--- src/sv/wvdt_pkg.sv ---
// Shared widths, register codes and controller/datapath interface types
// for the well vertical depth tracker. No dependencies.
package wvdt_pkg;

	localparam int DATA_W     = 32;
	localparam int COORD_BITS = 32;
	localparam int DIFF_BITS  = (COORD_BITS < 32) ? COORD_BITS : 32;
	localparam int MAG_W      = DIFF_BITS - 1;       // saturated |difference|
	localparam int SQ_W       = 2 * MAG_W;           // one square
	localparam int H2_W       = SQ_W + 1;            // sum of two squares
	localparam int ROOT_W     = (H2_W + 1) / 2;      // floor sqrt width
	localparam int RADX_W     = 2 * ROOT_W;          // radicand shift register
	localparam int REM_W      = ROOT_W + 2;          // partial remainder
	localparam int CNT_W      = $clog2(ROOT_W);
	localparam int IN_TDATA_W = 3 * DATA_W;
	localparam int ADDR_W     = 3;

	localparam logic signed [DATA_W-1:0] NODATA_RESET = -32'sd255744;
	localparam logic signed [DATA_W-1:0] KELLY_RESET  = 32'sd0;

	typedef enum logic {
		REG_NODATA = 1'b0,
		REG_KELLY  = 1'b1
	} reg_idx_t;

	typedef enum logic [1:0] {
		MUL_X = 2'd0,
		MUL_Y = 2'd1,
		MUL_Z = 2'd2
	} mul_sel_t;

	typedef struct packed {
		logic     capture;     // latch input word
		logic     take_nodata; // result = no-data code
		logic     take_first;  // result = depth - offset, store point
		logic     take_diff;   // register saturated difference magnitudes
		logic     mul_en;
		mul_sel_t mul_sel;
		logic     sum_en;      // dx^2 + dy^2
		logic     rad_en;      // |dz^2 - h2|, clear root unit
		logic     root_step;   // one result bit
		logic     acc;         // saturating add, store point
		logic     emit;        // load output register
	} ctrl_cmd_t;

	typedef struct packed {
		logic nodata_hit;
		logic seen_first;
		logic root_last;
		logic out_busy;
	} dp_status_t;

endpackage

--- src/sv/wvdt_ctrl.sv ---
// Sequencing controller for the well vertical depth tracker.
// Depends on wvdt_pkg; drives wvdt_dp through ctrl_cmd_t.
module wvdt_ctrl (
	input  logic                   clk,
	input  logic                   arst_n,
	input  logic                   s_tvalid,
	output logic                   s_tready,
	input  wvdt_pkg::dp_status_t   status,
	output wvdt_pkg::ctrl_cmd_t    cmd
);

	typedef enum logic [3:0] {
		ST_IDLE,
		ST_CHECK,
		ST_SQ_X,
		ST_SQ_Y,
		ST_SQ_Z,
		ST_SUM,
		ST_RAD,
		ST_ROOT,
		ST_ACC,
		ST_EMIT
	} state_t;

	state_t state_q;
	state_t state_d;

	assign s_tready = (state_q == ST_IDLE);

	always_comb begin
		cmd     = '0;
		state_d = state_q;
		cmd.mul_sel = wvdt_pkg::MUL_X;
		case (state_q)
			ST_IDLE: begin
				if (s_tvalid) begin
					cmd.capture = 1'b1;
					state_d     = ST_CHECK;
				end
			end
			ST_CHECK: begin
				if (status.nodata_hit) begin
					cmd.take_nodata = 1'b1;
					state_d         = ST_EMIT;
				end else if (!status.seen_first) begin
					cmd.take_first = 1'b1;
					state_d        = ST_EMIT;
				end else begin
					cmd.take_diff = 1'b1;
					state_d       = ST_SQ_X;
				end
			end
			ST_SQ_X: begin
				cmd.mul_en  = 1'b1;
				cmd.mul_sel = wvdt_pkg::MUL_X;
				state_d     = ST_SQ_Y;
			end
			ST_SQ_Y: begin
				cmd.mul_en  = 1'b1;
				cmd.mul_sel = wvdt_pkg::MUL_Y;
				state_d     = ST_SQ_Z;
			end
			ST_SQ_Z: begin
				cmd.mul_en  = 1'b1;
				cmd.mul_sel = wvdt_pkg::MUL_Z;
				state_d     = ST_SUM;
			end
			ST_SUM: begin
				cmd.sum_en = 1'b1;
				state_d    = ST_RAD;
			end
			ST_RAD: begin
				cmd.rad_en = 1'b1;
				state_d    = ST_ROOT;
			end
			ST_ROOT: begin
				cmd.root_step = 1'b1;
				if (status.root_last) begin
					state_d = ST_ACC;
				end
			end
			ST_ACC: begin
				cmd.acc = 1'b1;
				state_d = ST_EMIT;
			end
			ST_EMIT: begin
				if (!status.out_busy) begin
					cmd.emit = 1'b1;
					state_d  = ST_IDLE;
				end
			end
			default: begin
				state_d = ST_IDLE;
			end
		endcase
	end

	always_ff @(posedge clk or negedge arst_n) begin
		if (!arst_n) begin
			state_q <= ST_IDLE;
		end else begin
			state_q <= state_d;
		end
	end

endmodule

--- src/sv/wvdt_dp.sv ---
// Datapath of the well vertical depth tracker: survey point state, shared
// squarer, bit-serial square root and output register. Depends on wvdt_pkg.
module wvdt_dp (
	input  logic                                   clk,
	input  logic                                   arst_n,
	input  wvdt_pkg::ctrl_cmd_t                    cmd,
	output wvdt_pkg::dp_status_t                   status,
	input  logic [wvdt_pkg::IN_TDATA_W-1:0]        s_tdata,
	input  logic                                   s_tlast,
	input  logic signed [wvdt_pkg::DATA_W-1:0]     nodata_code,
	input  logic signed [wvdt_pkg::DATA_W-1:0]     kelly_offset,
	output logic                                   m_tvalid,
	input  logic                                   m_tready,
	output logic [wvdt_pkg::DATA_W-1:0]            m_tdata,
	output logic                                   m_tlast
);

	localparam int DW = wvdt_pkg::DATA_W;
	localparam int MW = wvdt_pkg::MAG_W;
	localparam int SW = wvdt_pkg::SQ_W;
	localparam int HW = wvdt_pkg::H2_W;
	localparam int RW = wvdt_pkg::ROOT_W;
	localparam int XW = wvdt_pkg::RADX_W;
	localparam int EW = wvdt_pkg::REM_W;
	localparam int CW = wvdt_pkg::CNT_W;

	// |a - b|, clipped to the largest magnitude the squarer takes
	function automatic logic [MW-1:0] diff_mag(input logic [DW-1:0] a, input logic [DW-1:0] b);
		logic [DW:0] d;
		logic [DW:0] m;
		d = {a[DW-1], a} - {b[DW-1], b};
		m = d[DW] ? (~d + (DW+1)'(1)) : d;
		if (|m[DW:MW]) begin
			return {MW{1'b1}};
		end
		return m[MW-1:0];
	endfunction

	// clip a two-bit-extended sum to the signed data range
	function automatic logic [DW-1:0] sat_data(input logic [DW+1:0] v);
		if (v[DW+1:DW-1] == 3'b000 || v[DW+1:DW-1] == 3'b111) begin
			return v[DW-1:0];
		end
		return v[DW+1] ? {1'b1, {(DW-1){1'b0}}} : {1'b0, {(DW-1){1'b1}}};
	endfunction

	// captured sample
	logic [DW-1:0] east_q, north_q, depth_q;
	logic          last_q;

	// stored survey point
	logic          seen_first_q;
	logic [DW-1:0] prev_east_q, prev_north_q, prev_depth_q, prev_vert_q;

	logic [MW-1:0] mag_x_q, mag_y_q, mag_z_q;
	logic [SW-1:0] sq_x_q, sq_y_q, sq_z_q;
	logic [HW-1:0] h2_q;
	logic [XW-1:0] rad_q;
	logic [EW-1:0] rem_q;
	logic [RW-1:0] root_q;
	logic [CW-1:0] cnt_q;
	logic [DW-1:0] result_q;

	logic [MW-1:0] mul_a;
	logic [SW-1:0] prod;
	logic [HW-1:0] sqz_ext;
	logic [HW-1:0] rad_diff;
	logic [EW-1:0] rem_sh;
	logic [EW-1:0] trial;
	logic          trial_ok;
	logic [DW-1:0] first_val;
	logic [DW-1:0] acc_val;
	logic          out_valid_q;

	always_comb begin
		case (cmd.mul_sel)
			wvdt_pkg::MUL_X: mul_a = mag_x_q;
			wvdt_pkg::MUL_Y: mul_a = mag_y_q;
			wvdt_pkg::MUL_Z: mul_a = mag_z_q;
			default:         mul_a = '0;
		endcase
	end

	assign prod     = {{MW{1'b0}}, mul_a} * {{MW{1'b0}}, mul_a};
	assign sqz_ext  = {1'b0, sq_z_q};
	assign rad_diff = (sqz_ext >= h2_q) ? (sqz_ext - h2_q) : (h2_q - sqz_ext);

	// restoring square root, two radicand bits per step
	assign rem_sh   = {rem_q[EW-3:0], rad_q[XW-1 -: 2]};
	assign trial    = {root_q, 2'b01};
	assign trial_ok = (rem_sh >= trial);

	assign first_val = sat_data({{2{depth_q[DW-1]}}, depth_q}
		- {{2{kelly_offset[DW-1]}}, kelly_offset});
	assign acc_val   = sat_data({{2{prev_vert_q[DW-1]}}, prev_vert_q}
		+ {{(DW+2-RW){1'b0}}, root_q});

	assign status.nodata_hit = (depth_q == nodata_code);
	assign status.seen_first = seen_first_q;
	assign status.root_last  = (cnt_q == CW'(RW - 1));
	assign status.out_busy   = out_valid_q && !m_tready;

	always_ff @(posedge clk or negedge arst_n) begin
		if (!arst_n) begin
			seen_first_q <= 1'b0;
			prev_east_q  <= '0;
			prev_north_q <= '0;
			prev_depth_q <= '0;
			prev_vert_q  <= '0;
			out_valid_q  <= 1'b0;
		end else begin
			if (cmd.take_first || cmd.acc) begin
				seen_first_q <= 1'b1;
				prev_east_q  <= east_q;
				prev_north_q <= north_q;
				prev_depth_q <= depth_q;
				prev_vert_q  <= cmd.acc ? acc_val : first_val;
			end
			if (cmd.emit) begin
				out_valid_q <= 1'b1;
			end else if (m_tready) begin
				out_valid_q <= 1'b0;
			end
		end
	end

	always_ff @(posedge clk) begin
		if (cmd.capture) begin
			east_q  <= s_tdata[DW-1:0];
			north_q <= s_tdata[2*DW-1:DW];
			depth_q <= s_tdata[3*DW-1:2*DW];
			last_q  <= s_tlast;
		end
		if (cmd.take_diff) begin
			mag_x_q <= diff_mag(east_q, prev_east_q);
			mag_y_q <= diff_mag(north_q, prev_north_q);
			mag_z_q <= diff_mag(depth_q, prev_depth_q);
		end
		if (cmd.mul_en) begin
			case (cmd.mul_sel)
				wvdt_pkg::MUL_X: sq_x_q <= prod;
				wvdt_pkg::MUL_Y: sq_y_q <= prod;
				wvdt_pkg::MUL_Z: sq_z_q <= prod;
				default: ;
			endcase
		end
		if (cmd.sum_en) begin
			h2_q <= {1'b0, sq_x_q} + {1'b0, sq_y_q};
		end
		if (cmd.rad_en) begin
			rad_q  <= {{(XW-HW){1'b0}}, rad_diff};
			rem_q  <= '0;
			root_q <= '0;
			cnt_q  <= '0;
		end else if (cmd.root_step) begin
			rad_q  <= {rad_q[XW-3:0], 2'b00};
			rem_q  <= trial_ok ? (rem_sh - trial) : rem_sh;
			root_q <= {root_q[RW-2:0], trial_ok};
			cnt_q  <= cnt_q + CW'(1);
		end
		if (cmd.take_nodata) begin
			result_q <= nodata_code;
		end else if (cmd.take_first) begin
			result_q <= first_val;
		end else if (cmd.acc) begin
			result_q <= acc_val;
		end
		if (cmd.emit) begin
			m_tdata <= result_q;
			m_tlast <= last_q;
		end
	end

	assign m_tvalid = out_valid_q;

endmodule

--- src/sv/well_vertical_depth_tracker.sv ---
// Well vertical depth tracker, top level: configuration registers, controller
// and datapath. Depends on wvdt_pkg, wvdt_ctrl and wvdt_dp.
//
// Usage:
//   s_* stream: one survey sample per word (east, north, measured depth),
//     s_tlast marks the final sample of the survey and comes back on m_tlast.
//   m_* stream: one word per sample, the vertical depth or the no-data code.
//   APB port: register 0 at 0x0 is the no-data code, register 1 at 0x4 the
//     kelly-bushing offset; write only while the block is idle.
// Sequence:
//   no-data and first samples: the result is set in CHECK and loaded into
//     the output register in EMIT; the next sample is taken back in IDLE.
//   other samples: difference magnitudes are registered in CHECK, then
//     three squares on one shared 31x31 multiplier, the radicand, then a
//     square root unit that yields one result bit per cycle, then the sum.
// Only one sample is in flight; s_tready is high while the controller idles.
// The output register holds its word while m_tready is low and the next
//   sample is still accepted and computed; its result waits for the register.
// Reset clears the stored survey point, the first-sample flag and the output
//   valid bit, and loads the register reset values (no-data -999.0 m).
module well_vertical_depth_tracker (
	input  logic                                   clk,
	input  logic                                   arst_n,
	// stream in
	input  logic                                   s_tvalid,
	output logic                                   s_tready,
	input  logic [wvdt_pkg::IN_TDATA_W-1:0]        s_tdata,  // east, north, measured_depth
	input  logic                                   s_tlast,  // last_row
	// stream out
	output logic                                   m_tvalid,
	input  logic                                   m_tready,
	output logic [wvdt_pkg::DATA_W-1:0]            m_tdata,  // vertical_depth
	output logic                                   m_tlast,  // last_out
	// configuration
	input  logic                                   psel,
	input  logic                                   penable,
	input  logic                                   pwrite,
	input  logic [wvdt_pkg::ADDR_W-1:0]            paddr,
	input  logic [31:0]                            pwdata,
	output logic [31:0]                            prdata,
	output logic                                   pready
);

	logic signed [wvdt_pkg::DATA_W-1:0] nodata_q;
	logic signed [wvdt_pkg::DATA_W-1:0] kelly_q;
	wvdt_pkg::reg_idx_t                 reg_idx;
	wvdt_pkg::ctrl_cmd_t                cmd;
	wvdt_pkg::dp_status_t               status;

	assign pready  = 1'b1;
	// word-aligned registers: bit 2 picks the register
	assign reg_idx = wvdt_pkg::reg_idx_t'(paddr[2]);

	always_ff @(posedge clk or negedge arst_n) begin
		if (!arst_n) begin
			nodata_q <= wvdt_pkg::NODATA_RESET;
			kelly_q  <= wvdt_pkg::KELLY_RESET;
		end else if (psel && penable && pwrite && pready) begin
			case (reg_idx)
				wvdt_pkg::REG_NODATA: nodata_q <= pwdata;
				wvdt_pkg::REG_KELLY:  kelly_q  <= pwdata;
				default: ;
			endcase
		end
	end

	always_comb begin
		case (reg_idx)
			wvdt_pkg::REG_NODATA: prdata = nodata_q;
			wvdt_pkg::REG_KELLY:  prdata = kelly_q;
			default:              prdata = '0;
		endcase
	end

	wvdt_ctrl u_ctrl (
		.clk      (clk),
		.arst_n   (arst_n),
		.s_tvalid (s_tvalid),
		.s_tready (s_tready),
		.status   (status),
		.cmd      (cmd)
	);

	wvdt_dp u_dp (
		.clk          (clk),
		.arst_n       (arst_n),
		.cmd          (cmd),
		.status       (status),
		.s_tdata      (s_tdata),
		.s_tlast      (s_tlast),
		.nodata_code  (nodata_q),
		.kelly_offset (kelly_q),
		.m_tvalid     (m_tvalid),
		.m_tready     (m_tready),
		.m_tdata      (m_tdata),
		.m_tlast      (m_tlast)
	);

endmodule

--- config.mk ---
export PLATFORM = sky130hd
export DESIGN_NAME = well_vertical_depth_tracker
export DESIGN_NICKNAME = d
export VERILOG_FILES = /design/src/sv/wvdt_pkg.sv /design/src/sv/wvdt_ctrl.sv /design/src/sv/wvdt_dp.sv /design/src/sv/well_vertical_depth_tracker.sv
export SDC_FILE = /design/constraint.sdc
export NUM_CORES = 2
export LEC_CHECK = 0
export BUFFER_PORTS_ARGS = -buffer_cell sky130_fd_sc_hd__buf_2
export CORE_MARGIN = 5
export CORE_UTILIZATION = 40
export CTS_CLUSTER_SIZE = 24
export DETAILED_ROUTE_END_ITERATION = 8
export HOLD_SLACK_MARGIN = 0.05
export PLACE_DENSITY = 0.6
export SLEW_MARGIN = 40
export SYNTH_ARGS = -nofsm -noshare
export SYNTH_HDL_FRONTEND = slang
export SYNTH_SLANG_ARGS = --single-unit
export TNS_END_PERCENT = 30
--- constraint.sdc ---
create_clock -name clk -period 15.6 [get_ports clk]
set_input_delay 2.34 -clock clk [delete_from_list [all_inputs] [get_ports clk]]
set_output_delay 2.34 -clock clk [all_outputs]
set_load 0.1 [all_outputs]
# Word-level counts from Yosys, hierarchy flattened
# Index checks and enable logic that the tools add are counted.
dict set report totals {
  ff_bits 835
  input_bits 139
  elab_cells 144
}
dict set report op_classes {
  add_sub_neg 13
  n_mul 1
  n_lt_le_gt_ge 2
  eq_ne 18
  mux 55
  n_bitwise 4
  n_reduce_logical 23
}
# cell n
set op_table {}
lappend op_table {{32-bit two-way mux} 11}
lappend op_table {{63-bit two-way mux} 3}
lappend op_table {{31-bit two-way mux} 6}
lappend op_table {{32-bit by 32-bit subtractor with 33-bit output} 4}
lappend op_table {{33-bit by 1-bit adder with 33-bit output (second input constant)} 3}
lappend op_table {{33-bit two-way mux} 3}
lappend op_table {{33-bit NOT} 3}
lappend op_table {{31-bit case mux with 3 select lines} 1}
lappend op_table {{32-bit case mux with 2 select lines} 1}
lappend op_table {{62-bit by 62-bit adder with 63-bit output} 1}
lappend op_table {{62-bit by 63-bit greater-or-equal comparator with 1-bit output} 1}
lappend op_table {{62-bit by 63-bit subtractor with 63-bit output} 1}
lappend op_table {{63-bit by 62-bit subtractor with 63-bit output} 1}
lappend op_table {{31-bit by 31-bit multiplier with 62-bit output} 1}
lappend op_table {{4-bit case mux with 10 select lines} 1}
lappend op_table {{32-bit by 33-bit adder with 34-bit output} 1}
lappend op_table {{34-bit greater-or-equal comparator} 1}
lappend op_table {{32-bit == test} 1}
lappend op_table {{32-bit subtractor} 1}
lappend op_table {{1-bit two-way mux} 21}
lappend op_table {{4-bit two-way mux} 5}
lappend op_table {{4-bit by 3-bit == test with 1-bit output (second input constant)} 4}
lappend op_table {{2-bit AND reduction} 5}
lappend op_table {{3-bit case mux with 3 select lines} 1}
lappend op_table {{22 further kinds} 35}

# Longest topological paths before layout
dict set report depth {
  word_depth 8
  ltp_mapped 40
  ltp_nobuf 36
}

# Hierarchy
# A second synthesis with hierarchy kept.
dict set report hier_totals {
  hier_cells 8547
  area_unflattened_um2 81844.7
}
# mod n_inst cells_each area_per_inst_um2
set modules_own_cells {}
lappend modules_own_cells {wvdt_dp 1 8324 78537.8}
lappend modules_own_cells {well_vertical_depth_tracker 1 174 2932.8}
lappend modules_own_cells {wvdt_ctrl 1 49 374.1}

# Worst setup path after synthesis
# No wires, ideal clock.
dict set report synth_path {
  kind {register to register}
  startpoint {reg u_ctrl.state_q[0]}
  endpoint {reg u_dp.sq_x_q[49] (data pin)}
  setup_ps 273
  t_arrival_ps 11101
  required_time_ps 15327
  path_slack_ps 4227
  stages_incl_launch_ff 35
  path_buffers 4
  path_cell_list {dfrtp_1 > clkbuf_1 > nand2_1 > nor3_1 > clkbuf_1 > clkbuf_1 > a22oi_1 > nand2_1 > inv_1 > buf_1 > nor2_1 > fa_1 > fa_1 > fa_1 > inv_1 > fa_1 > inv_1 > fa_1 > inv_1 > fa_1 > inv_1 > fa_1 > fa_1 > ha_1 > a21oi_1 > nand2_1 > a221oi_1 > o21ai_0 > a311o_1 > nand4_1 > nand2_1 > a2111oi_0 > o41ai_1 > a221oi_1 > xnor2_1}
}
dict set report synth_via {
  elab_chain_len 5
  elab_cells_between_ends 9
}
# element line
set synth_rtl {}
lappend synth_rtl {{start, declared} wvdt_ctrl.sv:25} ;# state_t state_q;
lappend synth_rtl {{start signal, assigned} wvdt_ctrl.sv:102} ;# state_q <= state_d;
lappend synth_rtl {{4-bit by 3-bit == test with 1-bit output / 4-bit by 2-bit == test with 1-bit output (equally long branches)} wvdt_ctrl.sv:34} ;# case (state_q)
lappend synth_rtl {{3-bit case mux with 3 select lines (*)} wvdt_ctrl.sv:34}
lappend synth_rtl {{2-bit == test (tied with other cells)} wvdt_dp.sv:76} ;# case (cmd.mul_sel)
lappend synth_rtl {{31-bit case mux with 3 select lines (*)} wvdt_dp.sv:76}
lappend synth_rtl {{31-bit by 31-bit multiplier with 62-bit output (*)} wvdt_dp.sv:84} ;# assign prod = {{MW{1'b0}}, mul_a} * {{MW{1'b0}}, mul_a};
lappend synth_rtl {{net u_dp.prod[49]} wvdt_dp.sv:65} ;# logic [SW-1:0] prod;
lappend synth_rtl {{end signal, assigned} wvdt_dp.sv:141} ;# wvdt_pkg::MUL_X: sq_x_q <= prod;
lappend synth_rtl {{end, declared} wvdt_dp.sv:56} ;# logic [SW-1:0] sq_x_q, sq_y_q, sq_z_q;
# Mark *: on every way through the listed nets, which the timed path passes. The rest lies on a longest branch.
# A chain may end at the register's enable or synchronous reset.

# Worst setup path in the final report
dict set report layout_path {
  startpoint {reg u_ctrl.state_q[3]}
  endpoint {reg u_dp.sq_z_q[49] (data pin)}
}
dict set report layout_via {
  elab_chain_len 5
  elab_cells_between_ends 9
}
# element line
set layout_rtl {}
lappend layout_rtl {{4-bit by 3-bit == test with 1-bit output / 4-bit by 2-bit == test with 1-bit output (equally long branches)} wvdt_ctrl.sv:34}
lappend layout_rtl {{3-bit case mux with 3 select lines (*)} wvdt_ctrl.sv:34}
lappend layout_rtl {{2-bit == test (tied with other cells)} wvdt_dp.sv:76}
lappend layout_rtl {{31-bit case mux with 3 select lines (*)} wvdt_dp.sv:76}
lappend layout_rtl {{31-bit by 31-bit multiplier with 62-bit output (*)} wvdt_dp.sv:84}
lappend layout_rtl {{net u_dp.prod[49]} wvdt_dp.sv:65}
lappend layout_rtl {{end signal, assigned} wvdt_dp.sv:143} ;# wvdt_pkg::MUL_Z: sq_z_q <= prod;
lappend layout_rtl {{end, declared} wvdt_dp.sv:56}
# Marks and branches as above.

==> results.txt <==
- Status: finished, final reports clean
* Initial cell density of the core: 40.13%
- The most used flip-flop cell after synthesis is sky130_fd_sc_hd__edfxtp_1.
- Kind of critical path: flop to flop
- Buffers added to address setup during post-CTS repair amount to 0.
* Total length of routed met2 wires: 102700 µm
- Post-route cell area: 87140 µm²
* Post-detail-place hpwl: 176700 µm
- The first global-routing pass estimated 353400 µm of wire.
* Top Layer Used: met5
- Cell area after technology mapping: 79950 µm²
- Proportion of register bits with asynchronous set or reset after synthesis: 23.80%
- In this run the tool buffered the top-level ports with 203 buffer cells.
- Post-cts resize count: 0
* Total count of hold-check failures in the final report: 0
* Data arrival time of the critical path: 11.71 ns
- Clock tree synthesis inserted a total of 94 buffers.
* Total number of yosys warnings: 0
- RSZ-0062 raised after global routing: false
- Amount of wire on met3 after detailed routing: 14460 µm
- Class of the tightest hold or removal check: flop to flop
- Max-capacitance violation count: 0
- Setup violations remaining at the end of the flow were counted as 0.
* Worst slew pin tran: 0.9956 ns
- Static timing analysis puts the maximum clock frequency at 0.08882 GHz.
- The repair_antennas step left the layout with diodes totalling 0.
* Normalized max-slew margin: 33.06%
* Final net count: 10130
* Detailed-route via count: 60940
* Number of unique standard cell types used by synthesis: 95
- Counting along the longest clock path gives a buffer depth of 3.
- For this run the aggregate overflow at the end of global routing stands at 0.
- DRT iter0 DRCs: 4774
* Cell types with the largest area share after synthesis: sky130_fd_sc_hd__edfxtp_1, sky130_fd_sc_hd__fa_1, sky130_fd_sc_hd__ha_1
- Period utilisation layout: 72.17%
* Post-synthesis sequential area ratio: 29.16%
* DIE WIDTH: 457.1 µm
* Post-route ant nets: 0
- The initial antenna violation count is 1.
- Number of pins with negative max-slew slack in the final report: 0
* TritonCTS clock tree: done
* Core area: 199200 µm²
* Final Wtd Congestion: 0.9429
- Post-CTS clock slew at the launch and capture registers of the worst setup and hold paths: 0.06 ns
- Summed over all instances, the cell type with the most area after synthesis is sky130_fd_sc_hd__edfxtp_1.
* WP data required: 16.05 ns
- Flip-flop and latch count after synthesis: 832
- The most numerous cell type found on the critical path is sky130_fd_sc_hd__fa_1.
- The floorplan step defined a die boundary enclosing 208900 µm².
- Root cell of the clock tree: sky130_fd_sc_hd__clkbuf_16
- In this run the worst path has a maximum fanout of 53.
* Largest net degree at the start of global routing: 98
- Commonest cells in the synthesized netlist: sky130_fd_sc_hd__inv_1, sky130_fd_sc_hd__nand2_1, sky130_fd_sc_hd__fa_1, sky130_fd_sc_hd__ha_1, sky130_fd_sc_hd__edfxtp_1
- Via count of the first global-routing pass: 62470
- The later pin in the worst-skew pair is clocked with a latency of 0.76 ns.
- Largest stage delay, worst path: 0.70 ns
- In this run the critical register-to-register path is launched from u_ctrl.state_q[3]$_DFFE_PN0P_.
- Sum of negative setup slack: 0 ns
- In this run the core area contains 164 standard-cell rows.
- Between clock sinks in the finished design, the worst skew comes to 0.04291 ns.
- Met1 wire length: 99610 µm
- In the routed design, unresolved DRC markers number 0.
* Time the worst path needs with I/O delays and setup: 11.26 ns
- Top-level I/O count: 207
- The top cell type by area accounts for 21.18% of the synthesized area.
- Counting flops with a built-in enable in the synthesized netlist gives 564.
* Average wire per standard cell: 19.84 µm
- Post-CTS Hold Buffers: 0
* Length of the first detailed-routing pass in iterations: 5
- Total detailed-routing wirelength: 224800 µm
- Placed cell area: 83920 µm²
- Global routing used 21.14% of the available tracks across all layers.
* Min-delay src: u_dp.result_q[14]$_DFFE_PP_
- STA classifies the critical path startpoint as a flop.
- Fraction of layout cells with a size suffix above 1: 7.655%
- STA classifies the critical path endpoint as a flop.
- Avg Cell Area, Syn: 9.372 µm²
- Counting every instance in the synthesized netlist gives 8531.
- Syn nets: 10070
- Measured along the y axis, the die boundary spans 457.1 µm.
- The H-tree generated during clock tree synthesis spans 3 levels.
- Crit path launch: u_ctrl.state_q[3]$_DFFE_PN0P_
* Per-cell via count in the routed design: 5.379
- Clock Sink Count: 832
- Most common cell in the synthesized netlist: sky130_fd_sc_hd__inv_1
- Fillers: 19130
- Max stage delay cell, worst path: sky130_fd_sc_hd__inv_1
- Layout-stage area growth over the synthesis result: 8.989%
[layout make-up]
class / instances / area (µm²) / area share, %
multi-input cells: 6001 / 50410 / 57.85
flip-flops and latches: 832 / 23310 / 26.75
inverters: 1371 / 5150 / 5.910
well taps: 2656 / 3323 / 3.814
clock buffers: 120 / 2490 / 2.857
repair buffers: 294 / 1774 / 2.036
clock inverters: 56 / 676.9 / 0.7768
[layer usage]
layer,GRT usage [%],vias to the layer above
met3,3.971,406
met2,34.26,1784
li1,-,28950
met5,0,-
met1,28.79,29800
met4,6.438,2
[final timing paths]
check                                             end  slack, ns  cells past startpoint
hold reg to reg            u_dp.m_tdata[14]$_DFFE_PP_       0.42                      0
min in group asynchronous     kelly_q[21]$_DFFE_PN0P_       1.57                      1
setup / recovery            u_dp.sq_z_q[49]$_DFFE_PP_       4.34                     33
setup reg to reg            u_dp.sq_z_q[49]$_DFFE_PP_       4.34                     33
hold / removal             u_dp.m_tdata[14]$_DFFE_PP_       0.42                      0
max in group asynchronous   u_dp.m_tvalid$_DFFE_PN0P_      12.93                      2
[kinds of logic (layout without fill, tap and decap cells)]
logic type / after synthesis / in the layout / share of synthesized area (%)
mux: 140 / 140 / 1.925
fa+ha+maj: 1397 / 1397 / 28.96
other cells: 1 / 1 / 0.004690
simple gates: 2078 / 2078 / 11.77
buf+inv: 1698 / 1841 / 8.023
flops: 832 / 832 / 29.16
compound gates: 1951 / 1951 / 15.41
xor+xnor: 434 / 434 / 4.754
[sequential cells by signal (all words and copies together) (netlist names), 61 cells and up]
name and flops:
u_dp.rad_q 64, u_dp.h2_q 63, u_dp.sq_x_q 61, u_dp.sq_y_q 61, u_dp.sq_z_q 61
[stage by stage]
stage / util (%) / setup WS (ns) / hold slack [ns] / cells
floorplan: - / 4.227 / 0.4003 / 8531
detailed placement: 42.12 / 4.321 / 0.4073 / 11150
global route: 43.73 / 3.829 / 0.4286 / 11330
finish: 43.73 / 4.341 / 0.4205 / 11330
CTS: 43.71 / 4.320 / 0.4233 / 11330
global placement: 42.06 / 4.329 / 0.4015 / 11150
[cells in the final DEF, fill, tap and decap left out, drive strengths merged, types with 53 or more instances in the layout]
cell / instances
inv: 1365
nand2: 838
fa: 756
ha: 641
edfxtp: 564
a21oi: 562
nor2: 551
o21ai: 477
buf: 294
xnor2: 277
a21o: 218
dfrtp: 181
xor2: 157
nand3: 139
clkbuf: 120
mux2: 107
nor3: 106
a211oi: 89
nand4: 78
dfxtp: 70
o21bai: 69
o21a: 66
nor2b: 55
nand2b: 53
[critical path: cells and delay by family (launching register included)]
family	cells	cell delay, ns
xor+xnor	1	0.20
buf+inv	9	2.09
simple gates	8	1.90
fa+ha+maj	9	4.47
flops	1	0.54
compound gates	6	1.71
Power is left out: the tool's default activity adds up to more than one toggle a clock period on the data nets, which glitch-free logic cannot reach.
